**src/sv/dgm_pkg.sv**
```systemverilog
// shared constants and types for the duotone gradient map with mask
// no dependencies
`timescale 1ns / 1ps
`default_nettype none

package dgm_pkg;

  localparam int unsigned ChanW  = 8;
  localparam int unsigned ColorW = 24;
  localparam int unsigned SumW   = 10;
  localparam int unsigned NumW   = 18;

  localparam logic [SumW-1:0] FullScale = 10'd765;

  // floor(n / 765) == (n * DivMul) >> DivShift for every n below 765 * 256
  localparam int unsigned    DivMulW  = 19;
  localparam int unsigned    DivShift = 28;
  localparam logic [DivMulW-1:0] DivMul = 19'd350897;

  localparam int unsigned CfgIdxW = 3;
  localparam int unsigned CfgDataW = 24;

  typedef enum logic [CfgIdxW-1:0] {
    CfgBgLow     = 3'd0,
    CfgBgHigh    = 3'd1,
    CfgMaskLow   = 3'd2,
    CfgMaskHigh  = 3'd3,
    CfgInvert    = 3'd4,
    CfgThreshold = 3'd5
  } cfg_idx_e;

endpackage

`default_nettype wire

```
**src/sv/duotone_gradient_map_with_mask_unit.sv**
```systemverilog
// duotone gradient map with mask: top level, config registers and pipeline
// depends on dgm_pkg and dgm_blend
// out_valid_o pulses once an item has passed all four register stages listed below
// throughput: one item per cycle, busy_o is never raised; four register stages
// (input, gradient select, products, quotient) each take a new item every cycle
// results cannot be stalled; reset clears the pipeline valids and loads the
// register defaults
`timescale 1ns / 1ps
`default_nettype none

module duotone_gradient_map_with_mask_unit (
  input  logic                          clk_i,
  input  logic                          rst_ni,
  input  logic                          start_i,
  output logic                          busy_o,
  input  logic [dgm_pkg::ChanW-1:0]     back_red_i,
  input  logic [dgm_pkg::ChanW-1:0]     back_green_i,
  input  logic [dgm_pkg::ChanW-1:0]     back_blue_i,
  input  logic [dgm_pkg::ChanW-1:0]     mask_red_i,
  input  logic [dgm_pkg::ChanW-1:0]     mask_green_i,
  input  logic [dgm_pkg::ChanW-1:0]     mask_blue_i,
  input  logic                          cfg_valid_i,
  output logic                          cfg_ready_o,
  input  logic [dgm_pkg::CfgIdxW-1:0]   cfg_index_i,
  input  logic [dgm_pkg::CfgDataW-1:0]  cfg_data_i,
  output logic                          out_valid_o,
  output logic [dgm_pkg::ChanW-1:0]     out_red_o,
  output logic [dgm_pkg::ChanW-1:0]     out_green_o,
  output logic [dgm_pkg::ChanW-1:0]     out_blue_o,
  output logic                          inside_mask_o
);
  import dgm_pkg::*;

  // configuration registers
  logic [ColorW-1:0] bg_low_q, bg_high_q, mask_low_q, mask_high_q;
  logic              invert_q;
  logic [ChanW-1:0]  thresh_q;

  assign cfg_ready_o = 1'b1;
  assign busy_o      = 1'b0;

  always_ff @(posedge clk_i or negedge rst_ni) begin
    if (!rst_ni) begin
      bg_low_q    <= 24'h000000;
      bg_high_q   <= 24'hFFFFFF;
      mask_low_q  <= 24'h000000;
      mask_high_q <= 24'hFFFFFF;
      invert_q    <= 1'b1;
      thresh_q    <= 8'd50;
    end else if (cfg_valid_i && cfg_ready_o) begin
      unique case (cfg_index_i)
        CfgBgLow:     bg_low_q    <= cfg_data_i;
        CfgBgHigh:    bg_high_q   <= cfg_data_i;
        CfgMaskLow:   mask_low_q  <= cfg_data_i;
        CfgMaskHigh:  mask_high_q <= cfg_data_i;
        CfgInvert:    invert_q    <= cfg_data_i[0];
        CfgThreshold: thresh_q    <= cfg_data_i[ChanW-1:0];
        default: ;
      endcase
    end
  end

  // input register
  logic             in_vld_q;
  logic [ChanW-1:0] br_q, bgn_q, bb_q, mr_q, mg_q, mb_q;
  logic             accept;

  assign accept = start_i && !busy_o;

  always_ff @(posedge clk_i) begin
    if (accept) begin
      br_q  <= back_red_i;
      bgn_q <= back_green_i;
      bb_q  <= back_blue_i;
      mr_q  <= mask_red_i;
      mg_q  <= mask_green_i;
      mb_q  <= mask_blue_i;
    end
  end

  // gradient select stage
  logic [SumW-1:0]   back_sum, mask_sum, thresh3, mix_d;
  logic              inside_d;
  logic [ColorW-1:0] low_d, high_d;

  always_comb begin
    back_sum = SumW'(br_q) + SumW'(bgn_q) + SumW'(bb_q);
    mask_sum = SumW'(mr_q) + SumW'(mg_q) + SumW'(mb_q);
    thresh3  = SumW'(thresh_q) + SumW'({thresh_q, 1'b0});
    inside_d = mask_sum > thresh3;
    low_d    = inside_d ? mask_low_q : bg_low_q;
    high_d   = inside_d ? mask_high_q : bg_high_q;
    mix_d    = (inside_d && invert_q) ? (FullScale - back_sum) : back_sum;
  end

  logic              sel_vld_q;
  logic [ColorW-1:0] low_q, high_q;
  logic [SumW-1:0]   mix_q;
  logic              inside_q;

  always_ff @(posedge clk_i) begin
    low_q    <= low_d;
    high_q   <= high_d;
    mix_q    <= mix_d;
    inside_q <= inside_d;
  end

  // one lane per color channel
  dgm_blend u_red (
    .clk_i  (clk_i),
    .low_i  (low_q[23:16]),
    .high_i (high_q[23:16]),
    .mix_i  (mix_q),
    .chan_o (out_red_o)
  );

  dgm_blend u_green (
    .clk_i  (clk_i),
    .low_i  (low_q[15:8]),
    .high_i (high_q[15:8]),
    .mix_i  (mix_q),
    .chan_o (out_green_o)
  );

  dgm_blend u_blue (
    .clk_i  (clk_i),
    .low_i  (low_q[7:0]),
    .high_i (high_q[7:0]),
    .mix_i  (mix_q),
    .chan_o (out_blue_o)
  );

  // inside flag follows the two lane stages
  logic prod_vld_q, out_vld_q;
  logic inside_p_q, inside_o_q;

  always_ff @(posedge clk_i) begin
    inside_p_q <= inside_q;
    inside_o_q <= inside_p_q;
  end

  always_ff @(posedge clk_i or negedge rst_ni) begin
    if (!rst_ni) begin
      in_vld_q   <= 1'b0;
      sel_vld_q  <= 1'b0;
      prod_vld_q <= 1'b0;
      out_vld_q  <= 1'b0;
    end else begin
      in_vld_q   <= accept;
      sel_vld_q  <= in_vld_q;
      prod_vld_q <= sel_vld_q;
      out_vld_q  <= prod_vld_q;
    end
  end

  assign out_valid_o   = out_vld_q;
  assign inside_mask_o = inside_o_q;

endmodule

`default_nettype wire

```
**src/sv/dgm_blend.sv**
```systemverilog
// one color channel of the gradient blend: two-stage multiply and divide by 765
// depends on dgm_pkg
`timescale 1ns / 1ps
`default_nettype none

module dgm_blend (
  input  logic                       clk_i,
  input  logic [dgm_pkg::ChanW-1:0]  low_i,
  input  logic [dgm_pkg::ChanW-1:0]  high_i,
  input  logic [dgm_pkg::SumW-1:0]   mix_i,
  output logic [dgm_pkg::ChanW-1:0]  chan_o
);
  import dgm_pkg::*;

  localparam int unsigned ProdW = NumW + DivMulW;

  logic [SumW-1:0]  mix_comp;
  logic [NumW-1:0]  num_d, num_q;
  logic [ProdW-1:0] prod;
  logic [ChanW-1:0] chan_d, chan_q;

  always_comb begin
    mix_comp = FullScale - mix_i;
    num_d    = NumW'(high_i * mix_i) + NumW'(low_i * mix_comp);
  end

  // exact floor division via reciprocal multiply
  always_comb begin
    prod   = ProdW'(num_q) * ProdW'(DivMul);
    chan_d = prod[DivShift +: ChanW];
  end

  always_ff @(posedge clk_i) begin
    num_q  <= num_d;
    chan_q <= chan_d;
  end

  assign chan_o = chan_q;

endmodule

`default_nettype wire

```
**config.mk**
```make
export PLATFORM = sky130hd
export DESIGN_NAME = duotone_gradient_map_with_mask_unit
export DESIGN_NICKNAME = d
export VERILOG_FILES = /design/src/sv/dgm_pkg.sv /design/src/sv/duotone_gradient_map_with_mask_unit.sv /design/src/sv/dgm_blend.sv
export SDC_FILE = /design/constraint.sdc
export NUM_CORES = 2
export LEC_CHECK = 0
export ABC_AREA = 0
export BUFFER_PORTS_ARGS = -buffer_cell sky130_fd_sc_hd__buf_2
export CAP_MARGIN = 20
export CORE_UTILIZATION = 40
export DETAILED_ROUTE_END_ITERATION = 10
export PLACE_DENSITY = 0.63
export RECOVER_POWER = 25
export SLEW_MARGIN = 30
export SYNTH_ARGS = -nofsm -noshare
export SYNTH_HDL_FRONTEND = slang
export SYNTH_SLANG_ARGS = --single-unit
```
**constraint.sdc**
```tcl
create_clock -name clk_i -period 5.7 [get_ports clk_i]
set_input_delay 0.57 -clock clk_i [delete_from_list [all_inputs] [get_ports clk_i]]
set_output_delay 0.57 -clock clk_i [all_outputs]
set_load 0.005 [all_outputs]
```
==> Yosys cells after proc, flatten, opt, wreduce, memory -nomap -nowiden <==
Cells that the tools add are included.
{ "word_totals": {"elab_cells": 64, "ff_bits": 296, "input_bits": 79, "out_inout_bits": 28} }
{ "classes": {"mul": 9, "magnitude_cmp": 1, "eq_ne": 5, "n_mux": 3, "n_reduce_logical": 8, "add_sub_neg": 10} }
{ "op_table": {"columns": ["operator", "count"], "rows": [
  ["$mul 18x19->36 const B", 3],
  ["$mul 8x10->18", 6],
  ["$add 18x18->18", 3],
  ["$mux 24", 2],
  ["$add 9x8->10", 2],
  ["$sub 10x10->10 const A", 2],
  ["$add 8x8->9", 2],
  ["$reduce_and 2->1", 6],
  ["$add 8x9->10", 1],
  ["$gt 10x10->1", 1],
  ["$mux 10", 1],
  ["$eq 3x2->1 const B", 2],
  ["$eq 3x3->1 const B", 2],
  ["$eq 3x1->1 const B", 1],
  ["$logic_not 3->1", 1],
  ["$logic_and 1x1->1", 1]
]} }

==> Depth between registers and ports, before layout <==
{ "depth": {"ltp_word": 5, "depth_mapped": 26, "depth_no_buf": 25} }

==> Cells and area by module <==
From an unflattened synthesis, not the netlist that was laid out.
{ "hier_totals": {"hier_cells": 4048, "area_unflattened_um2": 41871.4} }
{ "modules_own_cells": {"columns": ["module", "n_inst", "seq_area_each_um2", "cells_each", "area_each_um2"], "rows": [
  ["dgm_blend at u_red", 1, 520.5, 1184, 11088.1],
  ["dgm_blend at u_green", 1, 520.5, 1159, 10954.3],
  ["dgm_blend at u_blue", 1, 520.5, 1115, 10761.6],
  ["duotone_gradient_map_with_mask_unit", 1, 5455.2, 590, 9067.4]
]} }

==> Worst setup path after synthesis <==
No wires, ideal clock.
{ "synth_path": {"kind": "flip-flop to flip-flop", "startpoint": "register mix_q[3]", "endpoint": "register u_green.num_q[17]", "setup_slack_ps": -534, "setup_time_ps": 118, "arrival_ps": 6116, "n_path_buf": 2, "synth_period_minus_slack_ps": 6234, "path_stages_with_launch": 24, "required_ps": 5582, "path_cell_list": "dfxtp_1 clkbuf_1 nand3_1 nor2_1 and3_1 xor2_1 clkbuf_1 nand2_1 fa_1 inv_1 fa_1 fa_1 fa_1 fa_1 inv_1 fa_1 inv_1 ha_1 a21o_1 a21oi_1 o21ai_1 a41o_1 o41a_1 xnor2_1"} }
{ "synth_via": {"elab_chain_cells": 3, "elab_cells_between_ends": 4, "classes_between": "add/sub: 2; mul: 2"} }
{ "synth_lines": {"columns": ["element", "line", "text"], "rows": [
  ["start, declared", "duotone_gradient_map_with_mask_unit.sv:98", "logic [SumW-1:0] mix_q;"],
  ["start signal, assigned", "duotone_gradient_map_with_mask_unit.sv:104", "mix_q <= mix_d;"],
  ["$sub 10x10->10", "dgm_blend.sv:23", "mix_comp = FullScale - mix_i;"],
  ["$mul 8x10->18", "dgm_blend.sv:24", "num_d = NumW'(high_i * mix_i) + NumW'(low_i * mix_comp);"],
  ["$add 18x18->18 *", "dgm_blend.sv:24", null],
  ["named net u_green.num_d[17]", "dgm_blend.sv:18", "logic [NumW-1:0] num_d, num_q;"],
  ["end signal, assigned", "dgm_blend.sv:34", "num_q <= num_d;"],
  ["end, declared", "dgm_blend.sv:18", null]
]} }
Mark *: on every way through the listed nets, which the timed path passes. The rest lies on a longest branch.
A chain may end at the register's enable or synchronous reset.

==> Worst setup path after layout <==
{ "layout_path": {"startpoint": "register mix_q[2]", "endpoint": "register u_blue.num_q[16]"} }
{ "layout_via": {"elab_chain_cells": 3, "elab_cells_between_ends": 4, "classes_between": "add/sub: 2; mul: 2"} }
{ "layout_lines": {"columns": ["element", "line"], "rows": [
  ["$sub 10x10->10", "dgm_blend.sv:23"],
  ["$mul 8x10->18", "dgm_blend.sv:24"],
  ["$add 18x18->18 *", "dgm_blend.sv:24"],
  ["named net u_blue.num_d[16]", "dgm_blend.sv:18"],
  ["end signal, assigned", "dgm_blend.sv:34"],
  ["end, declared", "dgm_blend.sv:18"]
]} }
Marks and branches as above.

==> run metrics <==
status=finished with violations; failing checks=max-capacitance violations, max-slew violations, negative setup slack; Syn Area/Cell=10.4 sq um; number of global-route vias before repair=29100; Met1 Wirelength=41000 um; Area growth, synth to finish=13.0%; Final Critical Period=5.85 ns; Critical Path Source=mix_q[2]$_DFF_P_; largest net degree at the start of global routing=59; CP max FO=8; number of remaining DRC errors=0; fill cell count=9591; chip width=322 um; setup_tns=-0.564 ns; element type at the critical path start=register; cells on worst reg2reg path=22; CTS clock-pin slew for the worst setup and hold paths=0.06 ns; Req. time, crit path=6.21 ns; CTS Buf Count=39; H-tree depth=2; Antenna Violating Nets Remaining=0; share of cells above drive strength 1=0.168; MaxCap Viol Count=2; Peak Freq=0.171 GHz; final setup fails=7; top_reg_cell synth=dfxtp_1; worst setup path end=u_blue.num_q[16]$_DFF_P_; antenna violations before repair=2; gr ovfl total=0; yosys warns=0; post-placement setup slack=-0.208 ns; commonest non-fill, non-tap cell in the layout=inv_1; worst-margin pin slew=2.74 ns; I/O Buffers=104; hpwl dp=75100 um; Reg area=7040 sq um; vias per cell=4.76; WL/cell=15.9 um; Core ar.=102000 sq um; Met2 Wirelength=41400 um; RSZ-0062 raised after global routing=true; nets=5588; Multi-input gate area=30400 sq um; CTS tree=yes; Synth async-reset ratio=0.368; met3 WL post-DR=3930 um; final hold violations=0; Synth Cell Area=41000 sq um; worst r2r src=mix_q[2]$_DFF_P_; Hold Path Class=in -> reg; Initial DRC Count=1049; die extent in y=322 um; number of synthesized flops with an enable pin=48; gpl congestion=0.892; Antenna Cells=0; Netlist cell types=76; Post-Route Utilization=0.455; final setup margin=-0.146 ns; final clock skew=0.0285 ns; commonest cells after routing, fill and taps aside=inv_1, fa_1, ha_1, and2_1, nand2_1; WL final=88800 um; Clk Latency, worst-skew pair=0.59 ns; CP Class=reg -> reg; Clock Path Buffers=3; final period utilization=1.03; Ports=107; routed via count=26600; Max Slew Vio Count=103; Data arrival, critical path=6.35 ns; CP Capture Type=register; top layer used by detailed routing=met4; number of core rows=117; reg2reg end=u_blue.num_q[16]$_DFF_P_; All-Layer GR Usage=0.182; clk sinks=296; register area share after synthesis=0.171; first-pass GRT wire length=150000 um; number of synthesized register bits=296; drt pass-1 iters=6; internal reg-to-reg setup slack=-0.15 ns; post-synthesis instance total=3929; relative slew slack=-0.828; Root Driver=clkbuf_16; Starting Density=0.403; die footprint=104000 sq um
stage by stage:
| stage | instance area [sq um] | std cells | hold slack [ns] |
|---|---|---|---|
| floorplan | 41200 | 3932 | 0.274 |
| global placement | 44600 | 5499 | 0.322 |
| detailed placement | 44600 | 5499 | 0.324 |
| CTS | 46100 | 5584 | 0.00865 |
| global route | 46300 | 5587 | 0.125 |
| finish | 46300 | 5587 | 0.149 |
per-layer routing:
layer / global-route usage / vias up
li1: - / 12600
met1: 0.245 / 13300
met2: 0.301 / 486
met3: 0.0274 / 127
met4: 0.0532 / 0
met5: 0 / -
sequential cells by signal, summed over array words and instances (netlist names), 10 cells and up:
name	flops
u_green.num_q	18
bg_high_q	24
u_blue.num_q	18
mask_low_q	24
low_q	24
high_q	24
mix_q	10
bg_low_q	24
u_red.num_q	18
mask_high_q	24
worst max-delay path, stage by stage, from the launching register on:
cell     delay, ns
dfxtp_4       0.38
ha_4          0.15
nand2_2       0.06
nor2_4        0.12
a21oi_2       0.07
xor2_1        0.18
buf_4         0.19
and2_4        0.17
fa_1          0.56
fa_2          0.45
fa_1          0.50
fa_1          0.43
fa_1          0.49
inv_1         0.05
fa_1          0.50
inv_2         0.05
ha_4          0.22
and2_4        0.14
a22o_4        0.23
a311o_1       0.30
a31o_2        0.26
a21oi_2       0.13
xnor2_1       0.13
synthesized netlist by cell type (42+ instances only):
master,number,area (sq um)
dfrtp_1,57,1430
nand2_1,232,871
mux2_2,156,1760
clkbuf_1,85,319
xnor2_1,83,727
o21ai_0,42,210
edfxtp_1,48,1440
a21oi_1,94,470
inv_1,988,3710
and2_1,256,1600
dfxtp_1,139,2780
fa_1,700,14000
dfstp_2,52,1370
ha_1,620,7760
what timing repair did:
action	4_1_cts	5_1_grt
hold buffers	0	0
endpoints found under the setup margin	11	27
gates resized for setup	47	52
pin swaps	34	20
setup buffers	14	6
cell type report:
class / count / share of cell area
Multi-Input combinational cell: 2548 / 0.656
Sequential cell: 296 / 0.152
Inverter: 988 / 0.0801
Timing Repair Buffer: 316 / 0.0479
Tap cell: 1368 / 0.0370
Clock buffer: 51 / 0.0227
Clock inverter: 20 / 0.00378
how the worst min path moves through the flow:
stage	from	endpoint	cells after the start
CTS	rst_ni	bg_low_q[14]$_DFFE_PN0P_	1
global placement	inside_p_q$_DFF_P_	inside_mask_o$_DFF_P_	0
floorplan	rst_ni	bg_low_q[0]$_DFFE_PN0P_	0
detailed placement	inside_p_q$_DFF_P_	inside_mask_o$_DFF_P_	0
global route	back_green_i[2]	bgn_q[2]$_DFFE_PP_	1
finish	back_red_i[5]	br_q[5]$_DFFE_PP_	1
cell families (layout without fill, tap and decap cells):
kind of cell    Yosys count  in the layout  share of synthesized area
fa+ha+maj              1320           1320                      0.531
buf+inv                1088           1375                      0.100
simple gates            684            684                     0.0873
flops                   296            296                      0.171
compound gates          267            267                     0.0423
mux                     158            158                     0.0434
xor+xnor                114            114                     0.0244
other cells               2              5                   0.000183
Power is left out: the tool's default activity adds up to more than one toggle a clock period on the data nets, which glitch-free logic cannot reach.
